--- config.mk ---
export PLATFORM = sky130hd
export DESIGN_NAME = json_escape_token_lexer_unit
export DESIGN_NICKNAME = d
export VERILOG_FILES = /design/src/rtl/jetl_pkg.sv /design/src/rtl/json_escape_token_lexer_unit.sv /design/src/rtl/jetl_front.sv /design/src/rtl/jetl_queue.sv /design/src/rtl/jetl_back.sv
export SDC_FILE = /design/constraint.sdc
export NUM_CORES = 1
export LEC_CHECK = 0
export ABC_AREA = 1
export BUFFER_PORTS_ARGS = -buffer_cell sky130_fd_sc_hd__buf_4
export CAP_MARGIN = 10
export CORE_UTILIZATION = 56
export DETAILED_ROUTE_END_ITERATION = 6
export GPL_TIMING_DRIVEN = 0
export PLACE_DENSITY_LB_ADDON = 0.05
export SYNTH_ARGS = -nofsm -noshare
export SYNTH_HDL_FRONTEND = slang
export SYNTH_SLANG_ARGS = --single-unit
--- constraint.sdc ---
create_clock -name clock -period 4.7 [get_ports clock]
set_input_delay 0.94 -clock clock [delete_from_list [all_inputs] [get_ports clock]]
set_output_delay 0.94 -clock clock [all_outputs]
set_load 0.1 [all_outputs]
--- src/rtl/jetl_pkg.sv ---
// Shared types and constants for the JSON escape token lexer.
// Used by every module of the block; depends on nothing.
package jetl_pkg;

   // Most result beats that one input byte can cause
   localparam int MAX_RESULTS = 4;
   localparam int RCNT_W      = $clog2(MAX_RESULTS + 1);
   localparam int RIDX_W      = $clog2(MAX_RESULTS);
   localparam int QUEUE_DEPTH = 2;

   // Result kinds
   localparam logic [1:0] KIND_DATA = 2'd0;
   localparam logic [1:0] KIND_END  = 2'd1;
   localparam logic [1:0] KIND_ERR  = 2'd2;

   // Characters of interest
   localparam logic [7:0] CH_NUL       = 8'h00;
   localparam logic [7:0] CH_QUOTE     = 8'h22;
   localparam logic [7:0] CH_BACKSLASH = 8'h5C;
   localparam logic [7:0] CH_SLASH     = 8'h2F;
   localparam logic [7:0] CH_SPACE     = 8'h20;
   localparam logic [7:0] CH_TAB       = 8'h09;
   localparam logic [7:0] CH_CR        = 8'h0D;
   localparam logic [7:0] CH_LF        = 8'h0A;
   localparam logic [7:0] CH_FF        = 8'h0C;
   localparam logic [7:0] CH_BS        = 8'h08;
   localparam logic [7:0] CH_B         = 8'h62;
   localparam logic [7:0] CH_F         = 8'h66;
   localparam logic [7:0] CH_N         = 8'h6E;
   localparam logic [7:0] CH_R         = 8'h72;
   localparam logic [7:0] CH_T         = 8'h74;
   localparam logic [7:0] CH_U         = 8'h75;

   // String delimiter tokens
   localparam logic [7:0] TOK_OPEN  = 8'h01;
   localparam logic [7:0] TOK_CLOSE = 8'h00;

   localparam logic [2:0] HEX_DIGITS = 3'd4;

   // UTF-8 framing
   localparam logic [7:0] UTF8_LEAD2 = 8'hC0;
   localparam logic [7:0] UTF8_LEAD3 = 8'hE0;
   localparam logic [7:0] UTF8_CONT  = 8'h80;
   localparam logic [7:0] UTF8_MASK  = 8'h3F;

   localparam logic [15:0] CP_NONCHAR = 16'hFFFE;
   localparam logic [15:0] CP_BOM     = 16'hFEFF;
   localparam logic [15:0] CP_SUR_LO  = 16'hD800;
   localparam logic [15:0] CP_SUR_HI  = 16'hDFFF;

   typedef logic [RCNT_W-1:0] rcnt_type;
   typedef logic [RIDX_W-1:0] ridx_type;

   typedef struct packed {
      logic [7:0] in_byte;
      logic       in_last;
   } req_type;

   typedef struct packed {
      logic [7:0] out_byte;
      logic [1:0] out_kind;
      logic       out_last;
   } rsp_type;

   // All results caused by one input byte
   typedef struct packed {
      rcnt_type                         rslt_cnt;
      logic [MAX_RESULTS-1:0][7:0]      rslt_byte;
      logic [MAX_RESULTS-1:0][1:0]      rslt_kind;
   } bundle_type;

endpackage

--- src/rtl/json_escape_token_lexer_unit.sv ---
// Top level of the JSON escape token lexer: front, bundle queue and back.
// Depends on jetl_pkg, jetl_front, jetl_queue and jetl_back.
//
//   channel | direction | handshake            | beat payload
//   --------+-----------+----------------------+-------------------------------
//   req_    | in        | req_valid/req_ready  | in_byte, in_last
//   rsp_    | out       | rsp_valid/rsp_ready  | out_byte, out_kind, out_last
//
// One byte is taken per cycle while the queue has room. A byte that yields k result beats
// (k = 0..4) keeps the back part busy while it emits them; zero-result bytes (whitespace,
// escape heads, hex digits mid-sequence, bytes after an error) never reach the back part.
// A request's bundle is registered in the queue before its beats pass the output register.
// Reset is synchronous: lexer state, queue pointers, output valid and beat index clear.
// When rsp_ready stays low, the output register and the queue fill, then req_ready drops.
module json_escape_token_lexer_unit #(
   parameter int QueueDepth = jetl_pkg::QUEUE_DEPTH
) (
   input  logic              clock,
   input  logic              reset,
   input  logic              req_valid,
   output logic              req_ready,
   input  jetl_pkg::req_type req_data,
   output logic              rsp_valid,
   input  logic              rsp_ready,
   output jetl_pkg::rsp_type rsp_data
);

   // Front to queue
   logic                 push_valid, push_ready;
   jetl_pkg::bundle_type push_data;

   // Queue to back
   logic                 head_valid, head_pop;
   jetl_pkg::bundle_type head_data;

   // Classifies each beat and keeps the string / escape / hex state
   jetl_front u_front (
      .clock      (clock),
      .reset      (reset),
      .req_valid  (req_valid),
      .req_ready  (req_ready),
      .req_data   (req_data),
      .push_ready (push_ready),
      .push_valid (push_valid),
      .push_data  (push_data)
   );

   // Lets the front keep taking bytes while the back emits a multi-beat bundle
   jetl_queue #(
      .Depth (QueueDepth)
   ) u_queue (
      .clock      (clock),
      .reset      (reset),
      .push_valid (push_valid),
      .push_ready (push_ready),
      .push_data  (push_data),
      .pop_valid  (head_valid),
      .pop        (head_pop),
      .pop_data   (head_data)
   );

   // Streams one result beat per cycle while rsp_ready allows, marks the last of each bundle
   jetl_back u_back (
      .clock      (clock),
      .reset      (reset),
      .head_valid (head_valid),
      .head_data  (head_data),
      .head_pop   (head_pop),
      .rsp_valid  (rsp_valid),
      .rsp_ready  (rsp_ready),
      .rsp_data   (rsp_data)
   );

endmodule

--- src/rtl/jetl_front.sv ---
// Front part: lexer state and classification of each input byte into a result bundle.
// Depends on jetl_pkg.
module jetl_front (
   input  logic                 clock,
   input  logic                 reset,
   input  logic                 req_valid,
   output logic                 req_ready,
   input  jetl_pkg::req_type    req_data,
   input  logic                 push_ready,
   output logic                 push_valid,
   output jetl_pkg::bundle_type push_data
);

   logic        in_string_ff, in_string_in;
   logic        escape_ff,    escape_in;
   logic [2:0]  hex_left_ff,  hex_left_in;
   logic [15:0] hex_value_ff, hex_value_in;
   logic        error_ff,     error_in;

   logic accept;

   function automatic logic [4:0] hex_of(input logic [7:0] c);
      // {valid, digit}
      logic [4:0] r;
      r = 5'd0;
      if (c >= 8'h30 && c <= 8'h39)      r = {1'b1, 4'(c - 8'h30)};
      else if (c >= 8'h41 && c <= 8'h46) r = {1'b1, 4'(c - 8'h37)};
      else if (c >= 8'h61 && c <= 8'h66) r = {1'b1, 4'(c - 8'h57)};
      return r;
   endfunction

   assign req_ready = push_ready;
   assign accept    = req_valid && req_ready;

   always_comb begin
      logic [7:0]  c;
      logic        msg_end;
      logic [4:0]  hd;
      logic [15:0] cp;
      logic        body_err;
      jetl_pkg::rcnt_type                           body_n;
      logic [jetl_pkg::MAX_RESULTS-1:0][7:0]        body_byte;
      logic [jetl_pkg::MAX_RESULTS-1:0][1:0]        body_kind;
      logic        end_put;
      logic [1:0]  end_kind;

      c        = req_data.in_byte;
      msg_end  = (c == jetl_pkg::CH_NUL) || req_data.in_last;
      hd       = hex_of(c);
      cp       = {hex_value_ff[11:0], hd[3:0]};
      body_err = 1'b0;
      body_n   = '0;
      body_byte = '0;
      body_kind = '0;
      end_put  = 1'b0;
      end_kind = jetl_pkg::KIND_END;

      in_string_in = in_string_ff;
      escape_in    = escape_ff;
      hex_left_in  = hex_left_ff;
      hex_value_in = hex_value_ff;
      error_in     = error_ff;

      if (!error_ff && c != jetl_pkg::CH_NUL) begin
         if (hex_left_ff != 3'd0) begin
            if (!hd[4]) begin
               body_err = 1'b1;
            end else begin
               hex_value_in = cp;
               hex_left_in  = hex_left_ff - 3'd1;
               if (hex_left_ff == 3'd1) begin
                  hex_value_in = '0;
                  if (cp == 16'd0 || cp == jetl_pkg::CP_NONCHAR || cp == jetl_pkg::CP_BOM ||
                      (cp >= jetl_pkg::CP_SUR_LO && cp <= jetl_pkg::CP_SUR_HI)) begin
                     body_err = 1'b1;
                  end else if (cp[15:7] == 9'd0) begin
                     body_n       = jetl_pkg::RCNT_W'(1);
                     body_byte[0] = cp[7:0];
                  end else if (cp[15:11] == 5'd0) begin
                     body_n       = jetl_pkg::RCNT_W'(2);
                     body_byte[0] = jetl_pkg::UTF8_LEAD2 | {3'd0, cp[10:6]};
                     body_byte[1] = jetl_pkg::UTF8_CONT | ({2'd0, cp[5:0]} & jetl_pkg::UTF8_MASK);
                  end else begin
                     body_n       = jetl_pkg::RCNT_W'(3);
                     body_byte[0] = jetl_pkg::UTF8_LEAD3 | {4'd0, cp[15:12]};
                     body_byte[1] = jetl_pkg::UTF8_CONT | ({2'd0, cp[11:6]} & jetl_pkg::UTF8_MASK);
                     body_byte[2] = jetl_pkg::UTF8_CONT | ({2'd0, cp[5:0]} & jetl_pkg::UTF8_MASK);
                  end
               end
            end
         end else if (escape_ff) begin
            escape_in    = 1'b0;
            body_n       = jetl_pkg::RCNT_W'(1);
            body_byte[0] = c;
            unique case (c)
               jetl_pkg::CH_QUOTE, jetl_pkg::CH_BACKSLASH, jetl_pkg::CH_SLASH: ;
               jetl_pkg::CH_B: body_byte[0] = jetl_pkg::CH_BS;
               jetl_pkg::CH_F: body_byte[0] = jetl_pkg::CH_FF;
               jetl_pkg::CH_N: body_byte[0] = jetl_pkg::CH_LF;
               jetl_pkg::CH_R: body_byte[0] = jetl_pkg::CH_CR;
               jetl_pkg::CH_T: body_byte[0] = jetl_pkg::CH_TAB;
               jetl_pkg::CH_U: begin
                  body_n       = '0;
                  hex_left_in  = jetl_pkg::HEX_DIGITS;
                  hex_value_in = '0;
               end
               default: begin
                  body_n   = '0;
                  body_err = 1'b1;
               end
            endcase
         end else if (in_string_ff && c == jetl_pkg::CH_BACKSLASH) begin
            escape_in = 1'b1;
         end else if (c == jetl_pkg::CH_QUOTE) begin
            body_n       = jetl_pkg::RCNT_W'(1);
            body_byte[0] = in_string_ff ? jetl_pkg::TOK_CLOSE : jetl_pkg::TOK_OPEN;
            in_string_in = !in_string_ff;
         end else if (!in_string_ff &&
                      (c == jetl_pkg::CH_SPACE || (c >= jetl_pkg::CH_TAB && c <= jetl_pkg::CH_CR))) begin
            body_n = '0;
         end else begin
            body_n       = jetl_pkg::RCNT_W'(1);
            body_byte[0] = c;
         end

         if (body_err) begin
            body_n       = jetl_pkg::RCNT_W'(1);
            body_byte[0] = 8'd0;
            body_kind[0] = jetl_pkg::KIND_ERR;
            error_in     = 1'b1;
            escape_in    = 1'b0;
            hex_left_in  = '0;
            hex_value_in = '0;
         end
      end

      if (msg_end) begin
         if (!error_ff && !error_in) begin
            end_put  = 1'b1;
            end_kind = (escape_in || hex_left_in != 3'd0) ? jetl_pkg::KIND_ERR
                                                          : jetl_pkg::KIND_END;
         end
         in_string_in = 1'b0;
         escape_in    = 1'b0;
         hex_left_in  = '0;
         hex_value_in = '0;
         error_in     = 1'b0;
      end

      // End beat goes right after the body beats
      for (int i = 0; i < jetl_pkg::MAX_RESULTS; i++) begin
         if (jetl_pkg::RCNT_W'(i) < body_n) begin
            push_data.rslt_byte[i] = body_byte[i];
            push_data.rslt_kind[i] = body_kind[i];
         end else begin
            push_data.rslt_byte[i] = 8'd0;
            push_data.rslt_kind[i] = end_kind;
         end
      end
      push_data.rslt_cnt = body_n + jetl_pkg::RCNT_W'(end_put);
   end

   assign push_valid = accept && (push_data.rslt_cnt != '0);

   always_ff @(posedge clock) begin
      if (reset) begin
         in_string_ff <= 1'b0;
         escape_ff    <= 1'b0;
         hex_left_ff  <= '0;
         hex_value_ff <= '0;
         error_ff     <= 1'b0;
      end else if (accept) begin
         in_string_ff <= in_string_in;
         escape_ff    <= escape_in;
         hex_left_ff  <= hex_left_in;
         hex_value_ff <= hex_value_in;
         error_ff     <= error_in;
      end
   end

`ifndef SYNTHESIS
   // Once an error is latched, no escape may still be in progress
   a_err_clears_escape: assert property (@(posedge clock) disable iff (reset)
      error_ff |-> (!escape_ff && hex_left_ff == 3'd0))
      else $error("escape state left over after error");
`endif

endmodule

--- src/rtl/jetl_queue.sv ---
// Short bundle queue that decouples the front and back parts.
// Depends on jetl_pkg.
module jetl_queue #(
   parameter int Depth = jetl_pkg::QUEUE_DEPTH
) (
   input  logic                 clock,
   input  logic                 reset,
   input  logic                 push_valid,
   output logic                 push_ready,
   input  jetl_pkg::bundle_type push_data,
   output logic                 pop_valid,
   input  logic                 pop,
   output jetl_pkg::bundle_type pop_data
);

   localparam int PtrW = (Depth > 1) ? $clog2(Depth) : 1;
   localparam int CntW = $clog2(Depth + 1);

   jetl_pkg::bundle_type mem_ff [Depth];
   logic [PtrW-1:0] wr_ptr_ff, wr_ptr_in;
   logic [PtrW-1:0] rd_ptr_ff, rd_ptr_in;
   logic [CntW-1:0] count_ff,  count_in;
   logic            do_push, do_pop;

   assign push_ready = (count_ff != CntW'(Depth));
   assign pop_valid  = (count_ff != '0);
   assign pop_data   = mem_ff[rd_ptr_ff];
   assign do_push    = push_valid && push_ready;
   assign do_pop     = pop && pop_valid;

   always_comb begin
      wr_ptr_in = wr_ptr_ff;
      rd_ptr_in = rd_ptr_ff;
      count_in  = count_ff;
      if (do_push) wr_ptr_in = (wr_ptr_ff == PtrW'(Depth - 1)) ? '0 : wr_ptr_ff + 1'b1;
      if (do_pop)  rd_ptr_in = (rd_ptr_ff == PtrW'(Depth - 1)) ? '0 : rd_ptr_ff + 1'b1;
      if (do_push && !do_pop)      count_in = count_ff + 1'b1;
      else if (!do_push && do_pop) count_in = count_ff - 1'b1;
   end

   always_ff @(posedge clock) begin
      if (do_push) mem_ff[wr_ptr_ff] <= push_data;
   end

   always_ff @(posedge clock) begin
      if (reset) begin
         wr_ptr_ff <= '0;
         rd_ptr_ff <= '0;
         count_ff  <= '0;
      end else begin
         wr_ptr_ff <= wr_ptr_in;
         rd_ptr_ff <= rd_ptr_in;
         count_ff  <= count_in;
      end
   end

`ifndef SYNTHESIS
   a_count_bound: assert property (@(posedge clock) disable iff (reset)
      count_ff <= CntW'(Depth))
      else $error("queue count above depth");

   a_count_track: assert property (@(posedge clock) disable iff (reset)
      (do_push && !do_pop) |=> (count_ff == $past(count_ff) + 1'b1))
      else $error("queue count did not follow push");
`endif

endmodule

--- src/rtl/jetl_back.sv ---
// Back part: unpacks queued bundles into result beats through an output register.
// Depends on jetl_pkg.
module jetl_back (
   input  logic                 clock,
   input  logic                 reset,
   input  logic                 head_valid,
   input  jetl_pkg::bundle_type head_data,
   output logic                 head_pop,
   output logic                 rsp_valid,
   input  logic                 rsp_ready,
   output jetl_pkg::rsp_type    rsp_data
);

   jetl_pkg::ridx_type idx_ff, idx_in;
   logic               rsp_valid_ff, rsp_valid_in;
   jetl_pkg::rsp_type  rsp_ff, rsp_in;
   logic               load, is_final;

   assign load     = head_valid && (!rsp_valid_ff || rsp_ready);
   assign is_final = ({1'b0, idx_ff} == (head_data.rslt_cnt - 1'b1));
   assign head_pop = load && is_final;

   always_comb begin
      idx_in       = idx_ff;
      rsp_valid_in = rsp_valid_ff && !rsp_ready;
      rsp_in       = rsp_ff;
      if (load) begin
         rsp_valid_in    = 1'b1;
         rsp_in.out_byte = head_data.rslt_byte[idx_ff];
         rsp_in.out_kind = head_data.rslt_kind[idx_ff];
         rsp_in.out_last = is_final;
         idx_in          = is_final ? '0 : idx_ff + 1'b1;
      end
   end

   always_ff @(posedge clock) begin
      if (reset) begin
         idx_ff       <= '0;
         rsp_valid_ff <= 1'b0;
      end else begin
         idx_ff       <= idx_in;
         rsp_valid_ff <= rsp_valid_in;
      end
   end

   always_ff @(posedge clock) begin
      rsp_ff <= rsp_in;
   end

   assign rsp_valid = rsp_valid_ff;
   assign rsp_data  = rsp_ff;

`ifndef SYNTHESIS
   a_bundle_nonempty: assert property (@(posedge clock) disable iff (reset)
      head_valid |-> (head_data.rslt_cnt != '0 &&
                      head_data.rslt_cnt <= jetl_pkg::RCNT_W'(jetl_pkg::MAX_RESULTS) &&
                      {1'b0, idx_ff} < head_data.rslt_cnt))
      else $error("queued bundle count or beat index out of range");
`endif

endmodule

==> impl_summary.txt <==
----------------------------------------------------
[Status]
  Status ... completed

[Die]
  Area of the placeable core ... 9330 um^2
  Die width ... 100 um
  Number of primary I/O pins ... 26
  Std-Cell Rows ... 35
  Floorplan die area ... 10100 um^2
  Die H ... 100 um
  Initial Utilization ... 0.581

[STA]
  Setup skew after layout ... 0.0163 ns
  Highest attainable clock frequency ... 229 MHz
  Max-slew violations ... 0
  Headroom to the max-slew limit ... 0.626
  Slew at the pin with the worst max-slew slack ... 0.555 ns
  Minimum setup slack in the final design ... 0.328 ns
  Fraction of the cycle the final worst path needs ... 0.930
  Final hold violation count ... 0
  Final min period ... 4.37 ns
  Setup violation total in the final timing report ... 0
  RSZ-0062 raised after global routing ... false

[Worst hold path]
  Worst min-delay path endpoint ... u_front.error_ff
  Launch instance of the worst min-delay path ... u_front.error_ff
  Hold Crit Class ... reg -> reg
  Worst Hold Depth ... 2

[Critical path]
  Req. time, crit path ... 4.96 ns
  Slack of the worst reg-to-reg path ... 1.05 ns
  Reg-to-reg critical path startpoint ... u_front.hex_value_ff[10]
  Max Fanout on Critical Path ... 6
  Delay contributed by the slowest stage of the critical path ... 0.33 ns
  Crit Path Category ... in -> reg
  Kind of capture point of the worst setup path ... flip-flop
  Worst path buffer plus inverter count ... 3
  Family with the most delay on the worst path ... simple AND/OR/NAND/NOR gates
  CP max-delay cell ... ha_1
  CP Data Arrival Time ... 4.63 ns
  Endpoint of the worst-slack reg-to-reg timing path ... u_queue.count_ff[1]
  Critical path launch point ... req_data[1]
  Count of cells along the worst register-to-register path ... 19
  Crit path launch type ... input pin
  Crit-path most repeated cell ... nand2_2

[Placement]
  Pre-CTS worst setup slack ... -0.793 ns
  Number of I/O port buffers ... 23
  Final Wtd Congestion ... 0.945
  Placed insts ... 777
  Detailed Place HPWL ... 9450 um

[GRT]
  Antenna violations before repair ... 0
  Overall global routing resource usage ... 0.265
  First-pass GRT wire length ... 20400 um
  Maximum number of pins on one net before global-route repair ... 34
  GR Overflow Total ... 0
  Vias in the first global route ... 4136

[Clock network]
  CTS tree ... done
  Number of buffers on the longest clock path ... 2
  CTS H-tree depth ... 3
  Clock latency of the later-clocked register in the worst-skew pair ... 0.36 ns
  Total CTS buffers ... 9
  Clock input transition at the sequential cells of the worst setup and hold paths ... 0.10 ns
  CTS root buffer ... clkbuf_8
  Number of clock sinks seen by CTS ... 103

[Yosys]
  Cell accounting for the most synthesized area ... edfxtp_1
  Area contributors post-synth ... edfxtp_1 43%, dfxtp_1 9.6%, nor2_1 7.8%, nand2_1 6.6%, o21ai_0 5.5%
  Yosys synthesis warning count ... 0
  Yosys cell types ... 39
  Cell area after technology mapping ... 5420 um^2
  Count of flip-flops with a built-in enable after synthesis ... 77
  Synth Net Count ... 648
  Prevailing post-synth register cell ... edfxtp_1
  Yosys top cell area share ... 0.427
  Sequential element share of the synthesized area ... 0.523
  Asr flop ratio synth ... 0
  Leading cell types by count after synthesis ... 113 x nor2_1, 96 x nand2_1, 77 x edfxtp_1, 61 x inv_1, 60 x o21ai_0
  Most common cell in the synthesized netlist ... nor2_1
  Syn avg cell area ... 8.70 um^2
  Number of synthesized register bits ... 103
  Post-Syn Instances ... 623

[Power and ir drop]
  Static Leak ... 0.00239 uW
  Clock Power Share ... 0.184
  Combinational share of power ... 0.395
  Design internal power ... 1640 uW
  Peak ir drop on the vdd network ... 0.000376 V
  Share of total power consumed by net switching ... 0.437
  Switching power summed over all nets ... 1270 uW
  Total power divided by cell area ... 477 nW/um^2
  Sequential cell fraction of total power ... 0.421

[Job]
  Number of max-cap violations ... 0

[Drt]
  Number of antenna-violating nets in the routed design ... 0
  DR pass1 iterations ... 7
  Via count of the routed design ... 4450
  Initial DRC Count ... 356
  Wirelength, routed ... 12800 um
  Drt via density ... 5.57
  Per-cell routed wire length ... 16.0 um
  DRC errors left ... 0

[Cells and area]
  Signed area change from the synthesized netlist to the final layout ... 12.5%
  Number of nets in the layout ... 690
  Share of post-route cells with drive strength above 1 ... 0.155
  Ant diodes ... 0
  Final non-filler cell total ... 799

----------------------------------------------------
-- registers in the layout, indices dropped and copies added, names as in the netlist, named ones only --
name                  cells
u_back.idx_ff             2
u_back.rsp_data          11
u_back.rsp_valid          1
u_front.error_ff          1
u_front.escape_ff         1
u_front.hex_left_ff       3
u_front.hex_value_ff     12
u_front.in_string_ff      1
u_queue.count_ff          2
u_queue.mem_ff           66
u_queue.rd_ptr_ff         1
u_queue.wr_ptr_ff         1
-- worst max-delay path by stage --
stage / cells past startpoint / slack [ns] / to
floorplan: 20 / 0.12 / u_queue.mem_ff[1][0]
global placement: 22 / -0.95 / u_queue.mem_ff[1][28]
detailed placement: 26 / -0.79 / u_queue.count_ff[1]
CTS: 26 / 0.05 / u_queue.count_ff[1]
global route: 30 / 0.003 / u_queue.count_ff[1]
finish: 26 / 0.33 / u_queue.count_ff[1]
-- cell families (layout without fill, tap and decap cells) --
family	Yosys count	in the layout	synth area share
adder cells (fa/ha/maj)	12	12	0.0277
AO/OA/AOI/OAI	124	124	0.133
flip-flops	103	103	0.523
multiplexers	4	4	0.00739
buffers and inverters	86	133	0.0626
AND/OR/NAND/NOR	289	289	0.238
XOR/XNOR	5	5	0.00808
-- through the flow --
| step | hold slack, ns | utilization | instance area, um^2 | setup TNS, ns | power [uW] |
|---|---|---|---|---|---|
| after global placement | 0.472 | 0.617 | 5760 | -63.40 | 2340 |
| after CTS | 0.501 | 0.645 | 6020 | 0 | 2900 |
| after floorplan | 0.459 | - | 5430 | 0 | 2090 |
| after detailed placement | 0.485 | 0.623 | 5810 | -20.47 | 2370 |
| after global routing | 0.534 | 0.654 | 6100 | 0 | 3040 |
| final | 0.500 | 0.654 | 6100 | 0 | 2910 |
-- routing by layer --
metal	up-vias	wire length, um	GRT usage
li1	2206	-	-
met1	2075	5740	0.356
met2	149	6040	0.442
met3	20	649	0.0383
met4	0	348	0.0936
met5	-	0	0
-- cells in the final DEF (no fill, tap or decap), types with 5 or more instances in the layout --
| master | n |
|---|---|
| clkbuf_1 | 15 |
| o22ai_1 | 12 |
| inv_2 | 6 |
| inv_1 | 60 |
| nor2_4 | 6 |
| nand2_1 | 93 |
| edfxtp_1 | 77 |
| nand2_2 | 13 |
| nor2_1 | 109 |
| ha_1 | 11 |
| a21oi_2 | 9 |
| o21ai_0 | 58 |
| clkbuf_8 | 9 |
| nor2_2 | 7 |
| nor3_1 | 16 |
| a22oi_1 | 5 |
| dfxtp_1 | 26 |
| o21ai_1 | 10 |
| nand3_1 | 26 |
| buf_4 | 31 |
| a21oi_1 | 17 |
-- repair_timing --
item                       in CTS  in global routing
hold buffers                    0                  0
setup buffers                   1                  5
setup endpoints to repair       2                  2
pin swaps                       1                  4
resized for setup               2                 13
-- worst min-delay path: stages, from the launching register on --
cell	delay [ns]
dfxtp_1	0.34
nand2_1	0.07
a21oi_1	0.06
-- area by class of cell --
| class | count | area (um^2) |
|---|---|---|
| Fill cell | 807 | 3230 |
| Buffer | 17 | 78.8 |
| Multi-Input combinational cell | 434 | 2320 |
| Inverter | 69 | 264 |
| Clock buffer | 10 | 128 |
| Timing Repair Buffer | 31 | 258 |
| Clock inverter | 6 | 57.6 |
| Sequential cell | 103 | 2830 |
| Tap cell | 129 | 161 |
-- power by group through the flow --
stage / Sequential [uW] / Clock (uW) / Combinational [uW]
global route: 1240 / 568 / 1230
finish: 1230 / 534 / 1150
global placement: 1240 / 0 / 1090
detailed placement: 1250 / 0 / 1130
floorplan: 1620 / 0 / 469
CTS: 1230 / 538 / 1140
No activity file was read; power rests on OpenSTA's default activity.
